<file path="src/rtl/core/dcc_pkg.sv">
// Package for the drain cycle controller: item types, command and register codes,
// and the reset values of the configuration registers. It depends on nothing.
package dcc_pkg;

  // Commands carried in the mode field of an input item
  typedef enum logic [1:0] {
    MODE_TICK   = 2'd0,
    MODE_START  = 2'd1,
    MODE_CANCEL = 2'd2
  } mode_e;

  // Configuration register indexes
  typedef enum logic [2:0] {
    REG_HALF_TIME   = 3'd0,
    REG_FULL_TIME   = 3'd1,
    REG_ROOM_BUDGET = 3'd2,
    REG_COLD_BUDGET = 3'd3,
    REG_LEVEL_WAIT  = 3'd4
  } reg_idx_e;

  localparam int unsigned TimeW   = 16;
  localparam int unsigned BudgetW = 10;
  localparam int unsigned CfgIdxW = 3;
  localparam int unsigned CfgDataW = 16;

  localparam logic [TimeW-1:0]   HalfTimeRst   = 16'd1200;
  localparam logic [TimeW-1:0]   FullTimeRst   = 16'd60000;
  localparam logic [BudgetW-1:0] RoomBudgetRst = 10'd302;
  localparam logic [BudgetW-1:0] ColdBudgetRst = 10'd241;
  localparam logic [TimeW-1:0]   LevelWaitRst  = 16'd3000;

  typedef struct packed {
    logic [1:0] mode;
    logic       drain_kind;
    logic       dispensing;
    logic       out_is_room;
    logic       room_level_high;
    logic       room_level_fault;
    logic       cold_level_fault;
    logic       drain_fault;
    logic       sequence_done;
  } dcc_in_t;

  typedef struct packed {
    logic accepted;
    logic draining;
    logic full_active;
    logic restart_sequence;
    logic step_sequence;
  } dcc_out_t;

  // Current register values, handed from the register bank to the state logic
  typedef struct packed {
    logic [TimeW-1:0]   half_drain_time;
    logic [TimeW-1:0]   full_drain_time;
    logic [BudgetW-1:0] room_budget_init;
    logic [BudgetW-1:0] cold_budget_init;
    logic [TimeW-1:0]   level_wait_init;
  } dcc_cfg_t;

  typedef struct packed {
    logic               running;
    logic               full_mode;
    logic [TimeW-1:0]   time_left;
    logic [BudgetW-1:0] room_budget;
    logic [BudgetW-1:0] cold_budget;
    logic               level_reached;
    logic [TimeW-1:0]   level_wait;
  } dcc_state_t;

endpackage

</file>
<file path="src/rtl/core/dcc_cfg_regs.sv">
// Configuration register bank of the drain cycle controller.
// Depends on dcc_pkg for register indexes, widths and reset values.
module dcc_cfg_regs (
  input  logic                          clk_i,
  input  logic                          rst_ni,
  input  logic                          cfg_we_i,
  input  logic [dcc_pkg::CfgIdxW-1:0]   cfg_idx_i,
  input  logic [dcc_pkg::CfgDataW-1:0]  cfg_wdata_i,
  output dcc_pkg::dcc_cfg_t             cfg_o
);
  import dcc_pkg::*;

  dcc_cfg_t cfg_q, cfg_d;

  always_comb begin
    cfg_d = cfg_q;
    if (cfg_we_i) begin
      unique case (cfg_idx_i)
        REG_HALF_TIME:   cfg_d.half_drain_time  = cfg_wdata_i[TimeW-1:0];
        REG_FULL_TIME:   cfg_d.full_drain_time  = cfg_wdata_i[TimeW-1:0];
        REG_ROOM_BUDGET: cfg_d.room_budget_init = cfg_wdata_i[BudgetW-1:0];
        REG_COLD_BUDGET: cfg_d.cold_budget_init = cfg_wdata_i[BudgetW-1:0];
        REG_LEVEL_WAIT:  cfg_d.level_wait_init  = cfg_wdata_i[TimeW-1:0];
        default: ;
      endcase
    end
  end

  always_ff @(posedge clk_i or negedge rst_ni) begin
    if (!rst_ni) begin
      cfg_q.half_drain_time  <= HalfTimeRst;
      cfg_q.full_drain_time  <= FullTimeRst;
      cfg_q.room_budget_init <= RoomBudgetRst;
      cfg_q.cold_budget_init <= ColdBudgetRst;
      cfg_q.level_wait_init  <= LevelWaitRst;
    end else begin
      cfg_q <= cfg_d;
    end
  end

  assign cfg_o = cfg_q;

endmodule

</file>
<file path="src/rtl/core/dcc_state.sv">
// Drain supervisor state and its one-item update: budgets, level wait,
// duration count and the stop decision. Depends on dcc_pkg.
module dcc_state (
  input  logic                clk_i,
  input  logic                rst_ni,
  input  logic                step_en_i,
  input  dcc_pkg::dcc_in_t    item_i,
  input  dcc_pkg::dcc_cfg_t   cfg_i,
  output dcc_pkg::dcc_out_t   res_o
);
  import dcc_pkg::*;

  dcc_state_t st_q, st_d;
  logic [BudgetW-1:0] room_b, cold_b;
  logic halt, acc, restart, step;

  always_comb begin
    st_d    = st_q;
    halt    = 1'b0;
    acc     = 1'b0;
    restart = 1'b0;
    step    = 1'b0;
    room_b  = st_q.room_budget;
    cold_b  = st_q.cold_budget;
    unique case (item_i.mode)
      MODE_START: begin
        if (!item_i.drain_fault) begin
          st_d.running   = 1'b1;
          st_d.full_mode = item_i.drain_kind;
          st_d.time_left = item_i.drain_kind ? cfg_i.full_drain_time
                                             : cfg_i.half_drain_time;
          acc            = 1'b1;
          restart        = 1'b1;
        end
      end
      MODE_CANCEL: begin
        if (st_q.running) begin
          halt = 1'b1;
          acc  = 1'b1;
        end
      end
      MODE_TICK: begin
        // Dispensed water wears down the selected side's budget, floor at zero
        if (item_i.dispensing) begin
          if (item_i.out_is_room) begin
            if (room_b != '0) room_b = room_b - 1'b1;
          end else begin
            if (cold_b != '0) cold_b = cold_b - 1'b1;
          end
        end
        st_d.room_budget = room_b;
        st_d.cold_budget = cold_b;
        if (st_q.running) begin
          if (room_b == '0 || cold_b == '0) begin
            halt = 1'b1;
          end else if (!st_q.full_mode && !st_q.level_reached) begin
            // Half mode waits for the room tank; the tick that sees high still waits
            if (item_i.room_level_high) st_d.level_reached = 1'b1;
            if (st_q.level_wait != '0) begin
              st_d.level_wait = st_q.level_wait - 1'b1;
            end else begin
              halt = 1'b1;
            end
          end else if (st_q.time_left == '0 || item_i.room_level_fault ||
                       item_i.cold_level_fault || item_i.drain_fault) begin
            halt = 1'b1;
          end else begin
            st_d.time_left = st_q.time_left - 1'b1;
            step           = 1'b1;
            if (item_i.sequence_done) halt = 1'b1;
          end
        end
      end
      default: ;
    endcase

    // Stop: reload budgets and level wait, drop the level flag
    if (halt) begin
      st_d.running       = 1'b0;
      st_d.room_budget   = cfg_i.room_budget_init;
      st_d.cold_budget   = cfg_i.cold_budget_init;
      st_d.level_reached = 1'b0;
      st_d.level_wait    = cfg_i.level_wait_init;
      restart            = 1'b1;
    end

    res_o.accepted         = acc;
    res_o.draining         = st_d.running;
    res_o.full_active      = st_d.running & st_d.full_mode;
    res_o.restart_sequence = restart;
    res_o.step_sequence    = step;
  end

  always_ff @(posedge clk_i or negedge rst_ni) begin
    if (!rst_ni) begin
      st_q.running       <= 1'b0;
      st_q.full_mode     <= 1'b0;
      st_q.time_left     <= '0;
      st_q.room_budget   <= RoomBudgetRst;
      st_q.cold_budget   <= ColdBudgetRst;
      st_q.level_reached <= 1'b0;
      st_q.level_wait    <= LevelWaitRst;
    end else if (step_en_i) begin
      st_q <= st_d;
    end
  end

endmodule

</file>
<file path="src/rtl/core/drain_cycle_controller_top.sv">
// Drain cycle controller top level: input item register, state update, result register.
// Depends on dcc_pkg, dcc_cfg_regs and dcc_state.
// Path: an accepted item passes the input register, then the result register, where its
//   result is shown until taken; throughput is one item per cycle while out_ready_i keeps
//   the result register moving, as the state update between the registers is combinational.
// Reset (rst_ni low, asynchronous): both registers empty, drain stopped, budgets and
//   level wait at their reset loads, configuration registers at their reset values.
module drain_cycle_controller_top (
  input  logic                          clk_i,
  input  logic                          rst_ni,
  input  logic                          in_valid_i,
  output logic                          in_ready_o,
  input  dcc_pkg::dcc_in_t              in_item_i,
  output logic                          out_valid_o,
  input  logic                          out_ready_i,
  output dcc_pkg::dcc_out_t             out_item_o,
  input  logic                          cfg_we_i,
  input  logic [dcc_pkg::CfgIdxW-1:0]   cfg_idx_i,
  input  logic [dcc_pkg::CfgDataW-1:0]  cfg_wdata_i
);
  import dcc_pkg::*;

  dcc_cfg_t cfg;
  dcc_in_t  item_q;
  logic     item_valid_q;
  dcc_out_t res, res_q;
  logic     res_valid_q;
  logic     advance;

  dcc_cfg_regs u_cfg (
    .clk_i      (clk_i),
    .rst_ni     (rst_ni),
    .cfg_we_i   (cfg_we_i),
    .cfg_idx_i  (cfg_idx_i),
    .cfg_wdata_i(cfg_wdata_i),
    .cfg_o      (cfg)
  );

  // Advance the held item into the result register when that slot is free
  // or is being emptied this cycle; the state updates on the same edge.
  assign advance    = item_valid_q & (~res_valid_q | out_ready_i);
  // Take a new item whenever the input register is empty or moves on
  assign in_ready_o = ~item_valid_q | advance;

  dcc_state u_state (
    .clk_i    (clk_i),
    .rst_ni   (rst_ni),
    .step_en_i(advance),
    .item_i   (item_q),
    .cfg_i    (cfg),
    .res_o    (res)
  );

  // Input item register: hold the payload until it advances
  always_ff @(posedge clk_i or negedge rst_ni) begin
    if (!rst_ni) begin
      item_valid_q <= 1'b0;
    end else if (in_ready_o) begin
      item_valid_q <= in_valid_i;
    end
  end

  always_ff @(posedge clk_i) begin
    if (in_ready_o && in_valid_i) begin
      item_q <= in_item_i;
    end
  end

  // Result register: hold until taken downstream
  always_ff @(posedge clk_i or negedge rst_ni) begin
    if (!rst_ni) begin
      res_valid_q <= 1'b0;
    end else if (advance) begin
      res_valid_q <= 1'b1;
    end else if (out_ready_i) begin
      res_valid_q <= 1'b0;
    end
  end

  always_ff @(posedge clk_i) begin
    if (advance) begin
      res_q <= res;
    end
  end

  assign out_valid_o = res_valid_q;
  assign out_item_o  = res_q;

endmodule

</file>
<file path="config.mk">
export PLATFORM = sky130hd
export DESIGN_NAME = drain_cycle_controller_top
export DESIGN_NICKNAME = d
export VERILOG_FILES = /design/src/rtl/core/dcc_pkg.sv /design/src/rtl/core/dcc_cfg_regs.sv /design/src/rtl/core/dcc_state.sv /design/src/rtl/core/drain_cycle_controller_top.sv
export SDC_FILE = /design/constraint.sdc
export NUM_CORES = 1
export LEC_CHECK = 0
export BUFFER_PORTS_ARGS = -buffer_cell sky130_fd_sc_hd__buf_2
export CORE_UTILIZATION = 50
export DETAILED_ROUTE_END_ITERATION = 7
export GPL_ROUTABILITY_DRIVEN = 0
export PLACE_DENSITY = 0.78
export SKIP_LAST_GASP = 1
export SLEW_MARGIN = 20
export SYNTH_ARGS = -nofsm -noshare
export SYNTH_HDL_FRONTEND = slang
export SYNTH_SLANG_ARGS = --single-unit
</file>
<file path="constraint.sdc">
create_clock -name clk_i -period 4.2 [get_ports clk_i]
set_clock_uncertainty 0.2 [all_clocks]
set_input_delay 0.84 -clock clk_i [delete_from_list [all_inputs] [get_ports clk_i]]
set_output_delay 0.84 -clock clk_i [all_outputs]
set_load 0.1 [all_outputs]
</file>
**After elaboration in Yosys (flattened, before gate mapping)**

Cells that the tools add are included.

- Shift operators: 0
- $lt $le $gt $ge: 0
- Divide/modulo/power cells: 0
- Mux-type cells: 38
- Add/sub/neg operators: 4
- Bitwise gates (word level): 8
- Reduce and logical (&&, ||, !) cells: 33
- Multiply operators: 0
- Eq/ne operators: 12

Operators by type and width:

| cell | number |
|---|---|
| 16-bit two-way mux | 6 |
| 10-bit two-way mux | 8 |
| 37-bit two-way mux | 2 |
| 17-bit two-way mux | 3 |
| 16-bit case mux with 2 select lines | 1 |
| 16-bit by 1-bit subtractor with 16-bit output, second input constant | 2 |
| 10-bit zero test | 2 |
| 10-bit nonzero test | 2 |
| 10-bit by 1-bit subtractor with 10-bit output, second input constant | 2 |
| 18-bit two-way mux | 1 |
| 16-bit zero test | 1 |
| 16-bit nonzero test | 1 |
| 1-bit two-way mux | 14 |
| 2-bit nonzero test | 7 |
| 2-bit AND reduction | 6 |
| 6-bit AND reduction | 2 |
| 2-bit != test, second input constant | 4 |
| 7-bit AND reduction | 1 |
| 3-bit by 2-bit equality test with 1-bit output, second input constant | 2 |
| 1-bit logical OR | 4 |
| 2-bit by 1-bit != test with 1-bit output, second input constant | 2 |
| 1-bit inverter | 4 |
| 1-bit case mux with 2 select lines | 2 |
| 4-bit OR reduction | 1 |
| other kinds (11) | 15 |

- Memory bits (read-only): 0
- Output and inout port bits: 7
- Latch bits: 0
- Register bits after elaboration: 140
- Memories: 0
- RAM bits: 0
- Word-level logic and storage cells: 123

**Depth between registers and ports, before layout**

Gate-level depths: netlist (run 1).

- Depth in word-level cells: 12
- Depth in mapped cells: 12
- Gate-level depth less buffers: 10

**By module**

Synthesis (run 1) repeated with hierarchy kept, for this count alone.

- Cells, all modules: 688
- Area, all modules: 7526.0 um^2

By module, submodules not included:

| module | cells an instance | sequential area each (um^2) | times used | area each (um^2) |
|---|---|---|---|---|
| dcc_state | 517 | 1397.6 | 1 | 4329.2 |
| dcc_cfg_regs | 148 | 1736.7 | 1 | 2642.5 |
| drain_cycle_controller_top | 23 | 500.5 | 1 | 554.3 |

**Worst setup path after synthesis (run 1)**

Ideal clock, no wire load.

- Path kind: flip-flop to flip-flop
- Start: register u_state.st_q[19] (netlist name)
- End: register u_state.st_q[1] (netlist name)
- Stages on the path, launching flop included: 10
- Setup slack: 0.729 ns
- Path buffers: 1
- Arrival: 3.145 ns
- Data required time: 3.874 ns
- Cells stage by stage: dfrtp_1 or4_1 nor4_1 mux2_2 or4_1 nor4b_4 nor3_1 clkbuf_1 nor3b_1 a221o_1

- Cells in the longest elaborated chain, start to end: 12

RTL lines:

| item | RTL line | source |
|---|---|---|
| start: declaration | dcc_state.sv:13 | `dcc_state_t st_q, st_d;` |
| start signal: assignment | dcc_state.sv:104 | `st_q <= st_d;` |
| 10-bit by 1-bit subtractor with 10-bit output or 10-bit nonzero test (tied branches) | dcc_state.sv:48 | `if (cold_b != '0) cold_b = cold_b - 1'b1;` |
| 10-bit two-way mux | dcc_state.sv:48 |  |
| 10-bit two-way mux | dcc_state.sv:45 | `if (item_i.out_is_room) begin` |
| 10-bit two-way mux * | dcc_state.sv:44 | `if (item_i.dispensing) begin` |
| 10-bit two-way mux * | dcc_state.sv:25 | `unique case (item_i.mode)` |
| 10-bit zero test * | dcc_state.sv:54 | `if (room_b == '0 \|\| cold_b == '0) begin` |
| 1-bit logical OR * | dcc_state.sv:54 |  |
| 1-bit two-way mux | dcc_state.sv:54 |  |
| 1-bit two-way mux | dcc_state.sv:53 | `if (st_q.running) begin` |
| 1-bit case mux with 2 select lines | dcc_state.sv:25 |  |
| 2-bit by 1-bit != test with 1-bit output (no source line) or 2-bit nonzero test (tied branches) | -- |  |
| 6-bit AND reduction (no source line) | -- |  |

Mark *: on every way between the ends. The rest lies on a longest branch, timed or not. The select of a mux whose other input is x is not followed.
A chain may end at the register's enable or synchronous reset.

**Worst setup path in the final report (run 1)**

- Start: register u_state.st_q[18] (netlist name)
- End: register u_state.st_q[28] (netlist name)

- Cells in the longest elaborated chain, start to end: 12

RTL lines:

| item | RTL line |
|---|---|
| 10-bit by 1-bit subtractor with 10-bit output or 10-bit nonzero test (tied branches) | dcc_state.sv:48 |
| 10-bit two-way mux | dcc_state.sv:48 |
| 10-bit two-way mux | dcc_state.sv:45 |
| 10-bit two-way mux * | dcc_state.sv:44 |
| 10-bit two-way mux * | dcc_state.sv:25 |
| 10-bit zero test * | dcc_state.sv:54 |
| 1-bit logical OR * | dcc_state.sv:54 |
| 1-bit two-way mux * | dcc_state.sv:54 |
| 1-bit two-way mux * | dcc_state.sv:53 |
| 1-bit case mux with 2 select lines * | dcc_state.sv:25 |
| 2-bit nonzero test (no source line) | -- |
| 2-bit AND reduction (no source line) | -- |

Marks and branches as above.

==> out/qor.txt, run 1 <==
First-pass GRT wire length - 28,700 microns
Clk network pwr share - 0.299
Number of DRC violations after detailed-routing iteration 0 - 624
PwrDens - 604 nW/um^2
Sequential Power Share - 0.441
Sw Share - 0.344
Worst Tran Pin Value - 1050 ps
Critical path class - reg2reg
VDD IR max - 0.000360 V
Worst hold path type - reg2reg
Cell count after synthesis - 664
Slowest CP cell - or4b_1
Sw Pwr - 1750 uW
Clock root buffer - clkbuf_16
Share of layout cells above drive strength 1 - 0.310
Slowest cell delay on critical path - 540 ps
Status - complete, no violations
Fin. max-slew vios - 0
Nets - 757
Pin count of the biggest net entering global routing - 75
Most Crowded Layer GR - met2
Internal - 3330 uW
Die area - 15,000 sq um
Global Route met2 Usage - 0.409
Util after Layout - 0.599
Worst setup EP type - flip-flop
ANT cells - 0
Top cell type by total area after synthesis - dfrtp_1
Setup TNS - 0 ps
Tmin final - 3960 ps
H-tree lvl count - 4
Cell Chain, Critical Path - inv_1, ha_1, or4b_1, nor3_2, nor2b_1, or4_1, nor4b_4, o21ai_2, buf_4, a21oi_1, a2bb2oi_1
Cell Rows - 43
First-pass DRT Iterations - 6
GRT Util Overall - 0.254
Power share of the combinational group - 0.260
Cells after DPL - 875
CTS buffer count - 17
Top-count cell post-synth - dfrtp_1
Post-CTS Hold Buffers - 0
Core footprint - 14,000 sq um
Ys Warns - 0
Number of enable flip-flop cells after synthesis - 15
Routed WL per cell - 19.4 microns
IO Pins - 41
Register area share after synthesis - 0.501
Syn Std Cell Area - 7250 sq um
Synth-to-layout area growth - 15.9%
Clock sink total - 140
Met3 Usage GRT - 0.0586
Die H - 122 microns
Final HPWL DP - 12,000 microns
Final setup violation count - 0
Initial antenna violation count - 0
Syn_area_per_cell - 10.9 sq um
Drt total wl - 17,600 microns
Crit share post-route - 0.942
Final Power - 5080 uW
Most used DFF post-synth - dfrtp_1
# port buffers - 40
GR Layer Usage met1 - 0.326
Mapped Nets - 705
Non-Filler Instances - 909
Most frequent cells after synthesis - dfrtp_1, mux2_2, nand2_1
Fmax - 0.253 GHz
Total congestion overflow - 0
RSZ-0062 raised after global routing - false
Max FO, Critical Path - 17
Worst skew pair latency - 430 ps
CP Data Required Time - 4360 ps
DRC viols - 0
Max-cap check violation count - 0
Starting density of the core - 0.517
Slew headroom - 0.299
CTS max path bufs - 2
Register bit total from synthesis - 140
Synth top area share - 0.276
DR vias - 5,681
Die width - 122 microns
CP arrival - 4120 ps
Synth async-reset ratio - 0.893
Most area-consuming cells after synthesis - dfrtp_1, dfstp_2, mux2_2, edfxtp_1, mux2i_1
Final Hold Fails - 0
CP Launch Type - flip-flop
Vias per Instance - 6.25
CTS tree - yes
P_leak - 0.00347 uW
Post-route ant nets - 0
Library cells used by synthesis - 67
Vias in the first global route - 5,627
Clock slew at reported path FFs - 60 ps
[through the flow]
step	hold slack, ps	area (sq um)	setup WS (ps)
6_report	288	8400	244
5_1_grt	313	8400	34.8
4_1_cts	287	8380	134
3_5_place_dp	285	7780	144
3_3_place_gp	275	7780	252
2_1_floorplan	233	7250	729
[layout by cell type (no fill, tap or decap), types with 8 or more instances in the layout]
cell type and n:
o22ai_1 8, nor2_1 38, dfrtp_1 80, or3_1 10, a22o_1 10, o21ai_0 28
inv_1 23, a21oi_1 11, nand2_1 47, buf_4 22, nand2b_1 8, and4_1 10
buf_2 39, clkbuf_16 18, mux2_2 70, a211oi_1 15, nand3_1 28, dfstp_2 45
mux2i_1 27, nor3_1 24, edfxtp_1 15
[kinds of logic after synthesis]
family	Yosys count	synth area share
buf+inv	54	0.0295
mux	97	0.146
fa+ha+maj	7	0.0121
xor+xnor	2	0.00242
simple gates	231	0.178
flops	140	0.501
compound gates	133	0.131
[routing by layer]
layer  wire length (microns)  vias up
li1                        -     2614
met1                    7610     2799
met2                    8530      233
met3                    1100       35
met4                     356        0
met5                       0        -
[power by group through the flow]
stage               clock [uW]  sequential (uW)  combinational (uW)
finish                    1520             2240                1320
detailed placement           0             2240                1300
floorplan                    0             2170                 951
global placement             0             2200                1240
CTS                       1540             2220                1310
global route              1590             2290                1460
[flip-flops by register name, indices dropped and copies added (netlist names)]
name,flops
item_q,10
item_valid_q,1
out_item_o,5
u_state.st_q,55
out_valid_o,1
u_cfg.cfg_o,68
[path summary, 6_finish.rpt]
check	startpoint	endpoint	slack [ps]	cells past startpoint
max in group asynchronous	rst_ni	u_state.st_q[23]	2630	2
worst max register to register	u_state.st_q[18]	u_state.st_q[28]	240	11
min in group asynchronous	rst_ni	u_cfg.cfg_o[58]	350	1
worst min register to register	u_cfg.cfg_o[28]	u_state.st_q[29]	290	2
worst max-delay path	u_state.st_q[18]	u_state.st_q[28]	240	11
worst min-delay path	u_cfg.cfg_o[28]	u_state.st_q[29]	290	2
[area by class of cell]
type,instances,area [sq um]
clock buffers,19,454
inverters,23,86.3
clock inverters,13,148
repair buffers,64,412
well taps,180,225
multi-input cells,470,3440
fillers,1096,5640
flip-flops and latches,140,3630
[worst max-delay path: cells and delay by family, from the launching register on]
family,cells,cell delay (ps)
buffers and inverters,2,390
flip-flops,1,410
AO/OA/AOI/OAI,3,720
adder cells (fa/ha/maj),1,290
AND/OR/NAND/NOR,5,1870
[what timing repair did]
action	in CTS	in global routing
endpoints found under the hold margin	0	0
gates resized for setup	0	0
buffers inserted	0	1
setup endpoints to repair	0	20
Note: power is estimated with default switching activity, not from simulation.
==> inputs of run 2 (changes only) <==
--- a/config.mk
+++ b/config.mk
@@ -7,6 +7,7 @@
 export LEC_CHECK = 0
 export BUFFER_PORTS_ARGS = -buffer_cell sky130_fd_sc_hd__buf_2
 export CORE_UTILIZATION = 50
+export CTS_BUF_LIST = sky130_fd_sc_hd__clkbuf_8
 export DETAILED_ROUTE_END_ITERATION = 7
 export GPL_ROUTABILITY_DRIVEN = 0
 export PLACE_DENSITY = 0.78
==> out/qor.txt, run 2 (synthesis gave the netlist of run 1 again) <==
Status - complete, no violations
Fmax - 0.254 GHz
Share of layout cells above drive strength 1 - 0.310
Slew headroom - 0.315
Nets - 757
WP buf/inv - 1
P_leak - 0.00339 uW
Final Power - 4680 uW
Crit share post-route - 0.937
Routed WL per cell - 19.0 microns
Critical path class - reg2reg
Most common cell after layout, fill and taps aside - dfrtp_1
Clock slew at reported path FFs - 80 ps
Worst hold path type - reg2reg
Number of flip-flops in the largest register - 68
Vias in the first global route - 5,523
Die width - 122 microns
Fin. max-slew vios - 0
Clock sink total - 140
Die area - 15,000 sq um
Worst Tran Pin Value - 1030 ps
Multi-input logic area - 3440 sq um
Pin count of the biggest net entering global routing - 75
Initial antenna violation count - 0
Total congestion overflow - 0
Slowest cell delay on critical path - 590 ps
PwrDens - 570 nW/um^2
ANT cells - 0
Storage cell area - 3630 sq um
Drt total wl - 17,300 microns
Delay-heaviest family, CP - simple AND/OR/NAND/NOR gates
Worst setup EP type - flip-flop
Worst skew pair latency - 460 ps
Post-route ant nets - 0
Max-cap check violation count - 0
Starting density of the core - 0.517
# port buffers - 40
Die H - 122 microns
CP Launch Type - flip-flop
VDD IR max - 0.000274 V
Clock root buffer - clkbuf_8
Final HPWL DP - 12,000 microns
RSZ-0062 raised after global routing - false
DRC viols - 0
CP arrival - 4110 ps
First-pass DRT Iterations - 5
GRT Util Overall - 0.246
DR vias - 5,738
CTS buffer count - 17
Setup TNS - 0 ps
Commonest cells after routing, fill and taps aside - dfrtp_1, mux2_2, nand2_1, dfstp_2, buf_2
Tmin final - 3940 ps
Most used cell, CP - or4_1
Slowest CP cell - or4_1
H-tree lvl count - 4
Cell Rows - 43
Final setup violation count - 0
Fillers - 1,123
CP Data Required Time - 4380 ps
IO Pins - 41
CTS tree - yes
Cell area after placement - 7780 sq um
Final setup margin - 264 ps
Synth-to-layout area growth - 13.3%
Final Hold Fails - 0
Place WS - 144 ps
Core footprint - 14,000 sq um
Cell Chain, Critical Path - or4_1, nor4_1, mux2_2, or4_1, nor4b_4, o21ai_2, buf_4, a21oi_1, a2bb2oi_1
Design area - 8220 sq um
Number of DRC violations after detailed-routing iteration 0 - 657
Gates resized, CTS repair - 0
CTS max path bufs - 2
Max FO, Critical Path - 17
First-pass GRT wire length - 28,100 microns
Vias per Instance - 6.31
-- run 2: cell type report --
type	count	share of cell area
clock buffer	17	0.0285
multi-input combinational	470	0.419
clock inverter	15	0.0221
inverter	23	0.0105
tap	180	0.0274
sequential	140	0.442
timing repair buffer	64	0.0501
-- run 2: what timing repair did --
item | in CTS | in global routing
hold buffers | 0 | 0
buffers inserted | 0 | 1
setup endpoints to repair | 0 | 20
-- run 2: worst reg2reg max path, cell delays in order (launching register included) --
cell and delay (ps):
dfrtp_1 460, or4_1 590, nor4_1 280, mux2_2 380, or4_1 460, nor4b_4 480, o21ai_2 340, buf_4 300
a21oi_1 210, a2bb2oi_1 170
-- run 2: worst paths after layout --
path / from / endpoint / slack, ps / depth (start not counted)
worst max register to register: u_state.st_q[19] / u_state.st_q[27] / 260 / 9
max in group asynchronous: rst_ni / u_state.st_q[22] / 2640 / 2
worst min-delay path: u_cfg.cfg_o[28] / u_state.st_q[29] / 300 / 2
worst max-delay path: u_state.st_q[19] / u_state.st_q[27] / 260 / 9
worst min register to register: u_cfg.cfg_o[28] / u_state.st_q[29] / 300 / 2
min in group asynchronous: rst_ni / u_cfg.cfg_o[58] / 330 / 1
-- run 2: per-layer routing --
layer | wire, microns | track usage
met1 | 7470 | 0.320
met2 | 8330 | 0.402
met3 | 1160 | 0.0595
met4 | 291 | 0.0831
met5 | 0 | 0
-- run 2: where the power goes --
group | switching, uW | internal, uW
Combinational | 716 | 602
Clock | 581 | 551
Sequential | 381 | 1850
-- run 2: stage by stage --
step | utilization | hold slack, ps | cells
finish | 0.585 | 298 | 909
CTS | 0.583 | 290 | 907
floorplan | - | 233 | 664
global route | 0.585 | 319 | 909
detailed placement | 0.554 | 285 | 875
global placement | 0.554 | 275 | 875
